`src/rtl/opm_pkg.sv`:
```
`timescale 1ns / 1ps
// ----------------------------------------------------------------------------
// Opcode pattern match table package
// Shared constants, payload types, control types and match functions.
// ----------------------------------------------------------------------------
package opm_pkg;

    localparam int TABLE_DEPTH = 256;
    localparam int ADDR_W      = $clog2(TABLE_DEPTH);
    localparam int CNT_W       = $clog2(TABLE_DEPTH + 1);
    localparam int CFG_W       = 9;
    localparam int BYTE_W      = 8;
    localparam int ENTRY_W     = 7 * BYTE_W;

    localparam logic [BYTE_W-1:0] NULL_CODE = 8'hFF;
    localparam logic [BYTE_W-1:0] MEM_MOD   = 8'h6D;
    localparam logic [BYTE_W-1:0] REG_MOD   = 8'h03;

    localparam logic OP_LOAD   = 1'b0;
    localparam logic OP_LOOKUP = 1'b1;

    typedef struct packed {
        logic              op;
        logic [BYTE_W-1:0] entry_index;
        logic [BYTE_W-1:0] map_sel;
        logic [BYTE_W-1:0] prefix_byte;
        logic [BYTE_W-1:0] opcode_byte;
        logic [BYTE_W-1:0] mod_value;
        logic [BYTE_W-1:0] reg_value;
        logic [BYTE_W-1:0] rm_value;
        logic [BYTE_W-1:0] opcode_bit_count;
    } t_in_item;

    typedef struct packed {
        logic              found;
        logic [BYTE_W-1:0] match_index;
    } t_out_item;

    typedef struct packed {
        logic [BYTE_W-1:0] map_sel;
        logic [BYTE_W-1:0] prefix;
        logic [BYTE_W-1:0] opcode;
        logic [BYTE_W-1:0] mod_v;
        logic [BYTE_W-1:0] reg_v;
        logic [BYTE_W-1:0] rm_v;
        logic [BYTE_W-1:0] bit_count;
    } t_entry;

    typedef enum logic [1:0] {
        S_IDLE,
        S_SCAN,
        S_HOLD
    } t_state;

    typedef struct packed {
        logic load_wr;
        logic capture;
        logic scan;
        logic res_hit;
        logic res_clear;
        logic push;
    } t_dp_cmd;

    typedef struct packed {
        logic hit;
        logic scan_end;
    } t_dp_stat;

    function automatic logic [BYTE_W-1:0] top_mask(input logic [BYTE_W-1:0] bits);
        logic [BYTE_W-1:0] mask;
        if (bits >= 8'd8) begin
            mask = 8'hFF;
        end else begin
            mask = 8'hFF << (4'd8 - 4'(bits));
        end
        return mask;
    endfunction

    function automatic logic entry_match(input t_entry e, input t_in_item k);
        logic ok;
        ok = (k.map_sel == e.map_sel);
        if (e.bit_count == NULL_CODE) begin
            ok = ok && (k.opcode_byte == e.opcode);
        end else begin
            ok = ok && ((k.opcode_byte & top_mask(e.bit_count)) == e.opcode);
        end
        if (k.prefix_byte != NULL_CODE) begin
            ok = ok && (k.prefix_byte == e.prefix);
        end
        if (k.mod_value != NULL_CODE) begin
            if (e.mod_v == MEM_MOD) begin
                ok = ok && (k.mod_value != REG_MOD);
            end else begin
                ok = ok && (k.mod_value == e.mod_v);
            end
        end
        if (k.reg_value != NULL_CODE) begin
            ok = ok && (k.reg_value == e.reg_v);
        end
        if (k.rm_value != NULL_CODE) begin
            ok = ok && (k.rm_value == e.rm_v);
        end
        return ok;
    endfunction

endpackage

```
`src/rtl/opm_ctrl.sv`:
```
`timescale 1ns / 1ps
// ----------------------------------------------------------------------------
// Opcode pattern match table controller
// Sequences loads, table scans and the hand-off to the output register.
// ----------------------------------------------------------------------------
module opm_ctrl (
    input  logic              i_clk,
    input  logic              i_rst_n,
    input  logic              i_in_valid,
    input  logic              i_op,
    output logic              o_in_ready,
    input  logic              i_out_ready,
    output logic              o_out_valid,
    output opm_pkg::t_dp_cmd  o_cmd,
    input  opm_pkg::t_dp_stat i_stat
);

    opm_pkg::t_state r_state;
    opm_pkg::t_state n_state;
    logic            r_out_valid;
    logic            n_out_valid;
    logic            slot_free;

    assign slot_free = !r_out_valid || i_out_ready;

    always_comb begin
        n_state = r_state;
        unique case (r_state)
            opm_pkg::S_IDLE: begin
                if (i_in_valid) begin
                    n_state = (i_op == opm_pkg::OP_LOOKUP) ? opm_pkg::S_SCAN : opm_pkg::S_HOLD;
                end
            end
            opm_pkg::S_SCAN: begin
                if (i_stat.hit || i_stat.scan_end) begin
                    n_state = opm_pkg::S_HOLD;
                end
            end
            opm_pkg::S_HOLD: begin
                if (slot_free) begin
                    n_state = opm_pkg::S_IDLE;
                end
            end
            default: n_state = opm_pkg::S_IDLE;
        endcase
    end

    always_comb begin
        o_cmd      = '0;
        o_in_ready = 1'b0;
        unique case (r_state)
            opm_pkg::S_IDLE: begin
                o_in_ready = 1'b1;
                if (i_in_valid) begin
                    o_cmd.capture = 1'b1;
                    if (i_op == opm_pkg::OP_LOAD) begin
                        o_cmd.load_wr   = 1'b1;
                        o_cmd.res_clear = 1'b1;
                    end
                end
            end
            opm_pkg::S_SCAN: begin
                o_cmd.scan = 1'b1;
                if (i_stat.hit) begin
                    o_cmd.res_hit = 1'b1;
                end else if (i_stat.scan_end) begin
                    o_cmd.res_clear = 1'b1;
                end
            end
            opm_pkg::S_HOLD: begin
                o_cmd.push = slot_free;
            end
            default: begin
                o_cmd = '0;
            end
        endcase
    end

    always_comb begin
        if (o_cmd.push) begin
            n_out_valid = 1'b1;
        end else if (i_out_ready) begin
            n_out_valid = 1'b0;
        end else begin
            n_out_valid = r_out_valid;
        end
    end

    always_ff @(posedge i_clk) begin
        if (!i_rst_n) begin
            r_state     <= opm_pkg::S_IDLE;
            r_out_valid <= 1'b0;
        end else begin
            r_state     <= n_state;
            r_out_valid <= n_out_valid;
        end
    end

    assign o_out_valid = r_out_valid;

endmodule

```
`config.mk`:
```
export PLATFORM = sky130hd
export DESIGN_NAME = opm_ctrl
export DESIGN_NICKNAME = d
export VERILOG_FILES = /design/src/rtl/opm_pkg.sv /design/src/rtl/opm_ctrl.sv
export SDC_FILE = /design/constraint.sdc
export NUM_CORES = 1
export LEC_CHECK = 0
export BUFFER_PORTS_ARGS = -buffer_cell sky130_fd_sc_hd__buf_2
export CORE_AREA = 2 2 39 41
export CTS_BUF_LIST = sky130_fd_sc_hd__clkbuf_8
export DETAILED_ROUTE_END_ITERATION = 7
export DIE_AREA = 0 0 41 43
export GPL_TIMING_DRIVEN = 0
export PLACE_DENSITY = 0.44
export SLEW_MARGIN = 25
export SYNTH_ARGS = -nofsm -noshare
export SYNTH_HDL_FRONTEND = slang
export SYNTH_SLANG_ARGS = --single-unit
```
`constraint.sdc`:
```
create_clock -name i_clk -period 0.95 [get_ports i_clk]
set_clock_uncertainty 0.05 [all_clocks]
set_input_delay 0.0475 -clock i_clk [delete_from_list [all_inputs] [get_ports i_clk]]
set_output_delay 0.0475 -clock i_clk [all_outputs]
set_load 0.02 [all_outputs]
```
==> impl_results.md <==
* Comb pwr share at 32.4%
* First drt pass iteration count at 1
* Number of synthesized register bits at 3
* Hold Buf Count CTS at 0
* Sw Ratio at 26.3%
* Root buf cell: clkbuf_8
* Post-route setup slack at -0.331 ns
* Most common cell after layout, fill and taps aside: buf_6
* Area Overhead vs Synth at 152%
* First-pass GRT wire length at 1130 um
* Minimum clock period at 1.28 ns
* Routed Antenna Nets at 0
* Startpoint types: flip-flop
* Post-synthesis average cell area at 7.92 um^2
* Pleak at 0.263 nW
* Vias in the first global route at 295
* R2R setup slack at -0.23 ns
* Number of remaining DRC errors at 0
* Clock Power Share at 48.7%
* DR WL/cell at 9.89 um
* Cell total after placement at 57
* Pwr dens at 1360 nW/um^2
* Post-synth top area cell: dfxtp_1
* Reg clk slew, reported paths at 0.03 ns
* Final Hold Viols at 0
* Synth area leaders: dfxtp_1 (28%), buf_4 (7.0%), nor2_1 (7.0%)
* Final nets at 63
* Peak VDD IR at 0.000483 V
* Largest net degree at the start of global routing at 8
* Most frequent cells in the layout: buf_6 (11), buf_4 (8), buf_2 (8)
* Core area at 1380 um^2
* Die area at 1760 um^2
* Overall Power at 735 uW
* Placer congestion estimate at 0.676
* Die Height at 43 um
* Final cell count without fillers at 71
* Max Cap Viol at 0
* Initial DRC count at 0
* P_sw at 193 uW
* Worst Path Max Fanout at 5
* Via count at 280
* Fillcell total at 141
* Final instance area at 539 um^2
* P_int at 541 uW
* Hold depth at 2
* Final worst-path cycle share at 135%
* CTS tree: done
* Sink Count at 3
* Clock buffer depth at 2
* Final max-slew violation count at 0
* Violated checks: negative setup slack
* Final Util at 39.0%
* Post-Syn Area at 214 um^2
* Gr ovfl total at 0
* Sequential power share at 18.9%
* CTS buffer count at 3
* Worst Tran Pin Value at 0.186 ns
* Syn. warnings at 0
* Initial Utilization at 15.5%
* R2r startpoint: r_state[0]$_SDFFE_PN0P_
* Required time of the critical path at 0.85 ns
* ANT cells at 0
* Place WS at -0.144 ns
* Cells on worst reg2reg path at 6
* Top cell type's share of synthesized area at 28.1%
* Hold Path Origin: i_rst_n
* Synthesized net count at 34
* H-Tree Depth at 1
* Hold Crit Class: in2reg
* Status: finished, violations left
* Synth unique cells at 19
* Die width at 41 um
* Total GRT Usage at 9.61%
* # setup viols final at 9
* Post-Route WL at 702 um
* Hold worst-path end: r_state[1]$_SDFFE_PN0P_
* Worst EP arrival at 1.18 ns
* Mapped Cells at 27
* RSZ-0062 raised after global routing: true
* Initial antenna violation count at 0
* Via/cell ratio at 3.94
* Placed cell area at 323 um^2
* Type of the worst setup path: reg2out
* Fraction of layout cells with a size suffix above 1 at 76.4%
* Port Buffers at 14
* Register area share after synthesis at 28.1%
* Num rows at 14
* F_max at 781 MHz
* Worst skew pair latency at 0.22 ns
* Max transition margin at 87.6%
* Worst setup EP type: output port
* FF-to-FF End: r_state[1]$_SDFFE_PN0P_
* I/O pin cnt at 15
==> Yosys cell counts <==
cell type  n
nor3b_1    1
inv_1      1
and2_1     1
nor2b_1    2
o32a_1     1
buf_4      2
o22ai_1    1
nor2_1     4
a22oi_1    1
nor3_1     1
dfxtp_1    3
nor4_1     1
nor2b_2    1
a21oi_1    1
a21boi_0   1
buf_6      1
o211a_1    1
nand2b_1   2
nand2_1    1
==> state kept, by name (all words and copies together), names as in the netlist <==
| register | flops |
|---|---|
| r_state | 2 |
| o_out_valid | 1 |
==> worst max-delay path, cell delays in order (launching register included) <==
cell and delay [ns]:
dfxtp_2 0.31, buf_6 0.12, o32a_1 0.31, nor2_4 0.11
buf_6 0.11
==> routing by layer <==
layer / wire length, um / up-vias / GRT usage (%)
li1: - / 147 / -
met1: 293 / 117 / 11.1
met2: 341 / 16 / 14.1
met3: 67 / 0 / 2.09
met4: 0 / 0 / 8.00
met5: 0 / - / 0
==> how the worst max path moves through the flow <==
stage                       startpoint       end  cells after the start
2_1_floorplan  r_state[1]$_SDFFE_PN0P_  o_cmd[5]                      2
3_3_place_gp   r_state[0]$_SDFFE_PN0P_  o_cmd[1]                      4
3_5_place_dp   r_state[0]$_SDFFE_PN0P_  o_cmd[1]                      4
5_1_grt        r_state[0]$_SDFFE_PN0P_  o_cmd[1]                      4
6_report       r_state[0]$_SDFFE_PN0P_  o_cmd[1]                      4
4_1_cts        r_state[0]$_SDFFE_PN0P_  o_cmd[1]                      4
==> power by group through the flow <==
stage / Combinational [mW] / Sequential [mW] / Clock [mW]
3_5_place_dp: 0.144 / 0.140 / 0
2_1_floorplan: 0.0957 / 0.142 / 0
6_report: 0.238 / 0.139 / 0.358
3_3_place_gp: 0.145 / 0.140 / 0
5_1_grt: 0.255 / 0.140 / 0.382
4_1_cts: 0.195 / 0.138 / 0.369
==> kinds of logic after synthesis <==
kind of cell / count (synthesis) / share of synthesized area (%)
and+or+nand+nor: 14 / 36.3
AOI/OAI and AO/OA: 6 / 21.6
DFF: 3 / 28.1
buffers and inverters: 4 / 14.0
==> per-stage QoR <==
step	TNS (ns)	hold WS, ns
floorplan	-0.333	0.0904
global placement	-0.382	0.259
detailed placement	-0.335	0.257
CTS	-2.10	0.0369
global route	-2.59	0.0556
finish	-2.13	0.0330
==> final cells by class <==
| cell class | count | area, um^2 | share of cell area [%] |
|---|---|---|---|
| Timing Repair Buffer | 24 | 194 | 36.0 |
| Tap cell | 16 | 20.0 | 3.71 |
| Multi-Input combinational cell | 20 | 184 | 34.1 |
| Inverter | 1 | 3.75 | 0.696 |
| Sequential cell | 3 | 62.6 | 11.6 |
| Clock inverter | 1 | 3.75 | 0.696 |
| Buffer | 3 | 30.0 | 5.57 |
| Clock buffer | 3 | 41.3 | 7.66 |
==> timing repair <==
action,in CTS,in global routing
buffers inserted,4,6
hold endpoints to repair,0,0
pin swaps,3,2
setup endpoints to repair,8,9
resized for setup,18,9
Note: power is estimated with default switching activity, not from simulation.
